<file path="src/rtl/rsws_pkg.sv">
// Shared types and constants for the reference stack with stealing.
// No dependencies; imported by the interfaces and by every RTL module except rsws_ram.
`default_nettype none

package rsws_pkg;

    localparam int OPCODE_W = 2;
    localparam int VALUE_W  = 64;
    localparam int CLASS_W  = 32;
    localparam int INDEX_W  = 8;
    localparam int FILL_W   = 9;
    localparam int SLOT_W   = VALUE_W + CLASS_W;

    typedef enum logic [OPCODE_W-1:0] {
        OP_RECORD = 2'd0,
        OP_POP    = 2'd1,
        OP_STEAL  = 2'd2
    } t_opcode;

    typedef enum logic [2:0] {
        ST_CLEAR,
        ST_IDLE,
        ST_EXEC,
        ST_SCAN,
        ST_STEAL
    } t_state;

    typedef enum logic {
        PU_INC,
        PU_DEC
    } t_pu_op;

    // Compare results of the pointer unit
    typedef struct packed {
        logic a_zero;
        logic a_full;
        logic res_full;
    } t_pu_flags;

endpackage

`default_nettype wire

</file>
<file path="src/rtl/rsws_ptr_unit.sv">
// Shared pointer unit: one increment/decrement adder plus zero and full compares.
// Depends on rsws_pkg (t_pu_op, t_pu_flags).
`default_nettype none

module rsws_ptr_unit import rsws_pkg::*; #(
    parameter int ENTRIES = 256
) (
    input  t_pu_op                         i_op,
    input  logic [$clog2(ENTRIES+1)-1:0]   i_a,
    output logic [$clog2(ENTRIES+1)-1:0]   o_res,
    output t_pu_flags                      o_flags
);

    localparam int PTR_W = $clog2(ENTRIES + 1);

    logic [PTR_W-1:0] step;

    always_comb begin
        unique case (i_op)
            PU_INC:  step = PTR_W'(1);
            PU_DEC:  step = '1;
            default: step = '0;
        endcase
    end

    assign o_res            = i_a + step;
    assign o_flags.a_zero   = (i_a == '0);
    assign o_flags.a_full   = (i_a == PTR_W'(ENTRIES));
    assign o_flags.res_full = (o_res == PTR_W'(ENTRIES));

endmodule

`default_nettype wire

</file>
<file path="config.mk">
export PLATFORM = sky130hd
export DESIGN_NAME = rsws_ptr_unit
export DESIGN_NICKNAME = d
export VERILOG_FILES = /design/src/rtl/rsws_pkg.sv /design/src/rtl/rsws_ptr_unit.sv
export SDC_FILE = /design/constraint.sdc
export NUM_CORES = 1
export LEC_CHECK = 0
export BUFFER_PORTS_ARGS = -buffer_cell sky130_fd_sc_hd__buf_2
export CAP_MARGIN = 0
export CELL_PAD_IN_SITES_DETAIL_PLACEMENT = 2
export CELL_PAD_IN_SITES_GLOBAL_PLACEMENT = 2
export CORE_MARGIN = 2
export CORE_UTILIZATION = 24
export DETAILED_ROUTE_END_ITERATION = 7
export MAX_ROUTING_LAYER = met4
export PLACE_DENSITY = 0.81
export SLEW_MARGIN = 0
export SYNTH_ARGS = -nofsm -noshare
export SYNTH_HDL_FRONTEND = slang
export SYNTH_SLANG_ARGS = --single-unit
</file>
<file path="constraint.sdc">
create_clock -name vclk -period 2.1
set_input_delay 0.21 -clock vclk [all_inputs]
set_output_delay 0.21 -clock vclk [all_outputs]
set_load 0.01 [all_outputs]
</file>
==> flow_metrics.tcl, run 1 <==
set metrics [dict create \
    synth-xor-area-share_pct 11.4 \
    ys_types 27 \
    hold_depth 3 \
    synthAdderAreaFrac_pct 25.9 \
    rows 15 \
    dp_hpwl_um 1990 \
    layout.cells.most_common "buf_4" \
    drive_gt1_share_pct 67.6 \
    fin_crit_sh_pct 114 \
    critPathSlowestCell "or4b_4" \
    grt-ovfl-total 0 \
    clkbuf_count 0 \
    final_max_slew_viol_count 0 \
    final_cell_mix "buf_4, buf_2, nand2_1" \
    yosysSeqAreaShare_pct 0 \
    synth_simple_gate_area_share_pct 30.8 \
    coreArea_mm2 0.00176 \
    leakage_nw 0.450 \
    wl_per_cell_um 23.7 \
    fin_nets 129 \
    fmax_mhz 419 \
    grt_setup_unrepaired "true" \
    portBuffers 22 \
    violations "negative setup slack" \
    first_iter_violations 3 \
    multiInputGateArea_um2 564 \
    grt_antenna_before_repair 0 \
    synth_top_family_by_area "simple AND/OR/NAND/NOR gates" \
    start_util_pct 26.2 \
    finalHoldViolCount 0 \
    cp.required_ns 1.89 \
    endpoint "o_flags[0]" \
    grt_pass1_wl_um 3730 \
    vias 701 \
    track_usage_pct 24.8 \
    max-cap-violations 0 \
    end_kind "primary output" \
    grt_pass1_vias 691 \
    die_h_um 47.9 \
    area_growth_pct 107 \
    slew_headroom_pct 63.0 \
    die_area_mm2 0.00230 \
    peakVddDrop_mv 0.176 \
    power.total_mw 0.373 \
    power.density_mw_per_mm2 389 \
    tightest_slew_ns 0.550 \
    dr.pass1.iters 4 \
    nFillCells 193 \
    yosysWarningCount 0 \
    fin_ws_ns -0.289 \
    syn-cell-area_um2 463 \
    status "finished with violations" \
    totalWireLength_um 3150 \
    crit_fanout 7 \
    arrival_ns 2.18 \
    critical_path_class "in -> out" \
    n_antenna_cell 0 \
    ant_nets 0 \
    numSequentialCells 0 \
    fp.dieW_um 47.9 \
    finalSetupViolCount 2 \
    period_minus_slack_ns 2.39 \
    gp_congestion 0.860 \
    crit_chain "buf_6, buf_4, ha_4, nand3_2, o211ai_2, xor2_2, or4b_4, nor4b_4, buf_2" \
    crit_start "i_op" \
    synth_mux_area_share_pct 2.16 \
    syn_inst 57 \
    critPathMaxStageDelay_ns 0.50 \
    vias_per_cell 5.27 \
    drc 0 \
    synth_compound_area_share_pct 23.2 \
    regArea_um2 0 \
    cp-start-kind "input pin" \
    fin_setup_tns_ns -0.349 \
    hp-class "in -> out" \
    io_pins 22 \
    synth_area_per_cell_um2 8.12 \
    grt_max_degree 8 \
    syn_nets 76 \
]
## layout make-up
class | instances | area share, %
repair buffers | 52 | 36.3
well taps | 25 | 3.26
inverters | 4 | 1.57
multi-input cells | 52 | 58.9
## layer usage
layer	share of wire, %	track usage [%]	vias up
li1	-	-	325
met1	46	32.4	357
met2	52	44.3	17
met3	1.4	1.13	2
met4	1.1	0.541	0
met5	0	-	-
## power breakdown
part / total (mW) / switching, mW / internal (mW)
logic: 0.373 / 0.190 / 0.183
registers: 0 / 0 / 0
clock network: 0 / 0 / 0
## what timing repair did
item,4_1_cts,5_1_grt
hold buffers,0,0
setup buffers,2,1
setup endpoints to repair,4,4
resized for setup,10,6
pin swaps,9,5
## through the flow
stage	cells	utilization [%]	setup WS (ns)	cell area [um^2]	hold WS [ns]
after floorplan	57	-	-0.0309	502	0.464
after global placement	130	47.1	-0.339	831	0.688
after detailed placement	130	47.1	-0.470	831	0.716
after CTS	132	51.2	-0.277	903	0.716
after global routing	133	54.3	-0.353	958	0.760
final	133	54.3	-0.289	958	0.750
## cell usage after synthesis (2+ instances only)
library cell	number	area [um^2]
inv_1	4	15.0
xnor2_1	2	17.5
a21oi_1	6	30.0
nand3_1	3	15.0
nand2_1	5	18.8
ha_1	8	100
xor2_1	4	35.0
nor4_1	3	18.8
nor2_1	3	11.3
a21oi_2	2	17.5
## worst min path at each step
stage | startpoint | end | slack (ns)
global route | i_a[8] | o_flags[2] | 0.76
floorplan | i_a[0] | o_res[0] | 0.46
finish | i_a[8] | o_flags[2] | 0.75
CTS | i_a[8] | o_flags[2] | 0.72
global placement | i_a[8] | o_flags[2] | 0.69
detailed placement | i_a[8] | o_flags[2] | 0.72
## critical path, delay by kind of cell
kind | cells | cell delay, ns
AO/OA/AOI/OAI | 1 | 0.26
XOR/XNOR | 1 | 0.12
adder cells (fa/ha/maj) | 1 | 0.31
buffers and inverters | 3 | 0.45
AND/OR/NAND/NOR | 3 | 0.82
## kinds of logic after synthesis
logic type,after synthesis
AOI/OAI and AO/OA,14
adders and majority gates,9
and+or+nand+nor,22
xor gates and xnor gates,6
muxes,1
buffers and inverters,5
Note: power is estimated with default switching activity, not from simulation.
==> run 2: changes to the inputs <==
--- a/config.mk
+++ b/config.mk
@@ -5,13 +5,12 @@
 export SDC_FILE = /design/constraint.sdc
 export NUM_CORES = 1
 export LEC_CHECK = 0
-export BUFFER_PORTS_ARGS = -buffer_cell sky130_fd_sc_hd__buf_2
 export CAP_MARGIN = 0
 export CELL_PAD_IN_SITES_DETAIL_PLACEMENT = 2
 export CELL_PAD_IN_SITES_GLOBAL_PLACEMENT = 2
-export CORE_MARGIN = 2
-export CORE_UTILIZATION = 24
+export CORE_UTILIZATION = 33
 export DETAILED_ROUTE_END_ITERATION = 7
+export DONT_BUFFER_PORTS = 1
 export MAX_ROUTING_LAYER = met4
 export PLACE_DENSITY = 0.81
 export SLEW_MARGIN = 0
==> flow_metrics.tcl, run 2 (synthesis results as in run 1) <==
set metrics [dict create \
    crit_start "i_a[1]" \
    grt_setup_unrepaired "true" \
    hp-class "in -> out" \
    totalWireLength_um 1860 \
    tightest_slew_ns 0.444 \
    fin_crit_sh_pct 101 \
    clkbuf_count 0 \
    fin_nets 96 \
    die_h_um 39.5 \
    grt-ovfl-total 0 \
    met3_usage_pct 0.568 \
    crit_cells 6 \
    fmax_mhz 474 \
    crit_fanout 3 \
    leakage_nw 0.292 \
    multiInputGateArea_um2 478 \
    stdcell_count 90 \
    dr.pass1.iters 2 \
    grt_antenna_before_repair 0 \
    numSequentialCells 0 \
    vias_per_cell 5.89 \
    n_antenna_cell 0 \
    critPathMaxStageDelay_ns 0.50 \
    layout.cells.most_common "buf_4" \
    critPathSlowestCell "or4b_4" \
    die_area_mm2 0.00156 \
    cp-start-kind "input pin" \
    crit_chain "fa_2, a21o_1, a21oi_2, xnor2_2, or4b_4, nor4b_4" \
    grt_pass1_wl_um 2730 \
    p_clk_share_pct 0 \
    ctsHoldBuffers 0 \
    end_kind "primary output" \
    track_usage_pct 26.8 \
    rows 13 \
    slew_headroom_pct 70.1 \
    grt-busiest-layer "met2" \
    finalHoldViolCount 0 \
    fp.dieW_um 39.5 \
    dp_hpwl_um 1690 \
    critPathBufInv 0 \
    hold_depth 1 \
    pre_cts_ws_ns -0.157 \
    io_pins 22 \
    portBuffers 0 \
    drive_gt1_share_pct 44.0 \
    first_iter_violations 2 \
    area_growth_pct 41.4 \
    final_max_slew_viol_count 0 \
    met1_usage_pct 28.1 \
    final_cell_mix "buf_4, ha_1, nand2_1" \
    critical_path_class "in -> out" \
    period_minus_slack_ns 2.11 \
    finalSetupViolCount 1 \
    gp_congestion 0.772 \
    ant_nets 0 \
    wl_per_cell_um 20.7 \
    comb_power_share_pct 100.0 \
    vias 530 \
    power.density_mw_per_mm2 403 \
    nFillCells 155 \
    cp.required_ns 1.89 \
    endpoint "o_flags[0]" \
    status "finished with violations" \
    path_delay_family "simple AND/OR/NAND/NOR gates" \
    coreArea_mm2 0.00130 \
    max-cap-violations 0 \
    grt_pass1_vias 580 \
    grt_max_degree 10 \
    peakVddDrop_mv 0.135 \
    seq_power_share_pct 0 \
    p_sw_share_pct 50.1 \
    fin_ws_ns -0.0109 \
    violations "negative setup slack" \
    p_int_mw 0.131 \
    drc 0 \
    regArea_um2 0 \
    p_sw_mw 0.132 \
    arrival_ns 1.90 \
    start_util_pct 35.6 \
    grt_util_met2_pct 57.0 \
    placed_cells 90 \
]
-- run 2: cell types whose count changed in the layout (fill, tap and decap cells not counted), sizes merged --
cell / delta
buf: -33
-- run 2: timing repair --
| action | in CTS | in global routing |
|---|---|---|
| resized for setup | 2 | 0 |
| gates cloned | 0 | 0 |
| buffers inserted | 0 | 0 |
| pin swaps | 2 | 0 |
| endpoints found under the setup margin | 1 | 1 |
-- run 2: per-layer routing --
layer  up-vias  wire [um]
met1       256        761
li1        256          -
met3         0         54
met2        18       1050
met4         0          0
met5         -          0
-- run 2: layout make-up --
class / count / area share (%)
Timing Repair Buffer: 19 / 21.8
Inverter: 4 / 2.29
Tap cell: 15 / 2.87
Multi-Input combinational cell: 52 / 73.0
-- run 2: through the flow --
stage | util (%) | hold slack [ns] | setup TNS, ns | total power, mW | area, um^2
after global routing | 50.3 | 0.479 | -0.0702 | 0.284 | 654
after floorplan | - | 0.464 | -0.0309 | 0.150 | 502
after CTS | 50.3 | 0.466 | -0.00902 | 0.267 | 654
after detailed placement | 49.8 | 0.466 | -0.157 | 0.264 | 648
final | 50.3 | 0.466 | -0.0109 | 0.264 | 654
after global placement | 49.8 | 0.467 | -0.0538 | 0.244 | 648
-- run 2: power by group through the flow --
stage / Combinational [mW] / Clock, mW / Sequential [mW]
3_3_place_gp: 0.244 / 0 / 0
5_1_grt: 0.284 / 0 / 0
3_5_place_dp: 0.264 / 0 / 0
6_report: 0.264 / 0 / 0
4_1_cts: 0.267 / 0 / 0
2_1_floorplan: 0.150 / 0 / 0
-- run 2: worst min path at each step --
stage,from,endpoint
floorplan,i_a[0],o_res[0]
global placement,i_a[0],o_res[0]
detailed placement,i_a[0],o_res[0]
CTS,i_a[0],o_res[0]
global route,i_a[0],o_res[0]
finish,i_a[0],o_res[0]
==> run 3: changes to the inputs <==
--- a/config.mk
+++ b/config.mk
@@ -13,6 +13,7 @@
 export DONT_BUFFER_PORTS = 1
 export MAX_ROUTING_LAYER = met4
 export PLACE_DENSITY = 0.81
+export REMOVE_ABC_BUFFERS = 1
 export SLEW_MARGIN = 0
 export SYNTH_ARGS = -nofsm -noshare
 export SYNTH_HDL_FRONTEND = slang
==> flow_metrics.tcl, run 3 (synthesis results as in run 1) <==
set metrics [dict create \
    gp_congestion 0.826 \
    max-cap-violations 0 \
    met1_usage_pct 34.2 \
    portBuffers 0 \
    finalSetupViolCount 1 \
    multiInputGateArea_um2 489 \
    fmax_mhz 464 \
    crit_fanout 3 \
    grt_setup_unrepaired "true" \
    dr.pass1.iters 4 \
    grt_pass1_vias 597 \
    tightest_slew_ns 0.434 \
    grt-busiest-layer "met2" \
    crit_cells 6 \
    postLayoutCoreUtil_pct 51.2 \
    period_minus_slack_ns 2.16 \
    nFillCells 141 \
    vias 561 \
    crit_chain "fa_2, a21o_1, a21oi_4, xnor2_2, or4b_4, nor4b_4" \
    grt_util_met2_pct 57.8 \
    io_pins 22 \
    final_cell_mix "buf_4, ha_1, nand2_1" \
    die_h_um 39.5 \
    power.total_mw 0.282 \
    peakVddDrop_mv 0.169 \
    status "finished with violations" \
    totalWireLength_um 2200 \
    coreArea_mm2 0.00130 \
    end_kind "primary output" \
    fin_nets 96 \
    drc 0 \
    met3_usage_pct 3.98 \
    critPathSlowestCell "or4b_4" \
    rows 13 \
    start_util_pct 35.6 \
    fp.dieW_um 39.5 \
    grt_pass1_wl_um 3130 \
    critPathBufInv 0 \
    ant_nets 0 \
    stdcell_count 90 \
    fin_setup_tns_ns -0.0568 \
    hold_path_end "o_res[0]" \
    n_antenna_cell 0 \
    critical_path_class "in -> out" \
    slew_headroom_pct 70.8 \
    layout.cells.most_common "buf_4" \
    dp_hpwl_um 1320 \
    cp.required_ns 1.89 \
    path_delay_family "simple AND/OR/NAND/NOR gates" \
    hold_ws_ns 0.468 \
    numSequentialCells 0 \
    ctsHoldBuffers 0 \
    leakage_nw 0.300 \
    hold_depth 1 \
    fin_ws_ns -0.0568 \
    arrival_ns 1.95 \
    area_growth_pct 43.8 \
    grt-ovfl-total 0 \
    die_area_mm2 0.00156 \
    finalHoldViolCount 0 \
    placed_cells 88 \
    grt_antenna_before_repair 0 \
    clkbuf_count 0 \
    wl_per_cell_um 24.4 \
    fin_crit_sh_pct 103 \
    grt_max_degree 10 \
    regArea_um2 0 \
    hp-start "i_a[0]" \
    drive_gt1_share_pct 45.3 \
    violations "negative setup slack" \
    hp-class "in -> out" \
    critPathMaxStageDelay_ns 0.53 \
    vias_per_cell 6.23 \
    track_usage_pct 31.4 \
    power.density_mw_per_mm2 423 \
    cp-start-kind "input pin" \
    first_iter_violations 7 \
    final_max_slew_viol_count 0 \
]
## run 3: metrics by stage
stage	setup slack [ns]	cell area (um^2)
4_1_cts	-0.0773	634
3_5_place_dp	-0.160	594
6_report	-0.0568	666
3_3_place_gp	-0.0988	594
5_1_grt	-0.101	666
2_1_floorplan	-0.0762	448
## run 3: where the power goes
part / total [mW] / switching (mW) / internal [mW] / leakage, nW
clock network: 0 / 0 / 0 / 0
registers: 0 / 0 / 0 / 0
logic: 0.282 / 0.146 / 0.136 / 0.300
## run 3: how the worst max path moves through the flow
stage | startpoint | to
finish | i_a[1] | o_flags[0]
global route | i_a[1] | o_flags[0]
CTS | i_a[1] | o_flags[0]
detailed placement | i_op | o_flags[0]
global placement | i_op | o_flags[0]
floorplan | i_op | o_flags[0]
## run 3: final cells by class
cell class,instances,share of cell area (%)
inverter,4,2.26
multi-input combinational,52,73.5
timing repair buffer,19,21.4
tap,15,2.82
## run 3: timing repair
| action | CTS | global route |
|---|---|---|
| setup endpoints to repair | 1 | 2 |
| setup buffers | 2 | 0 |
| resized for setup | 5 | 6 |
| pin swaps | 6 | 2 |
## run 3: routing by layer
metal,vias to the layer above,wire length (um)
met2,23,1160
met5,-,0
met3,4,108
met4,0,49
li1,259,-
met1,275,880
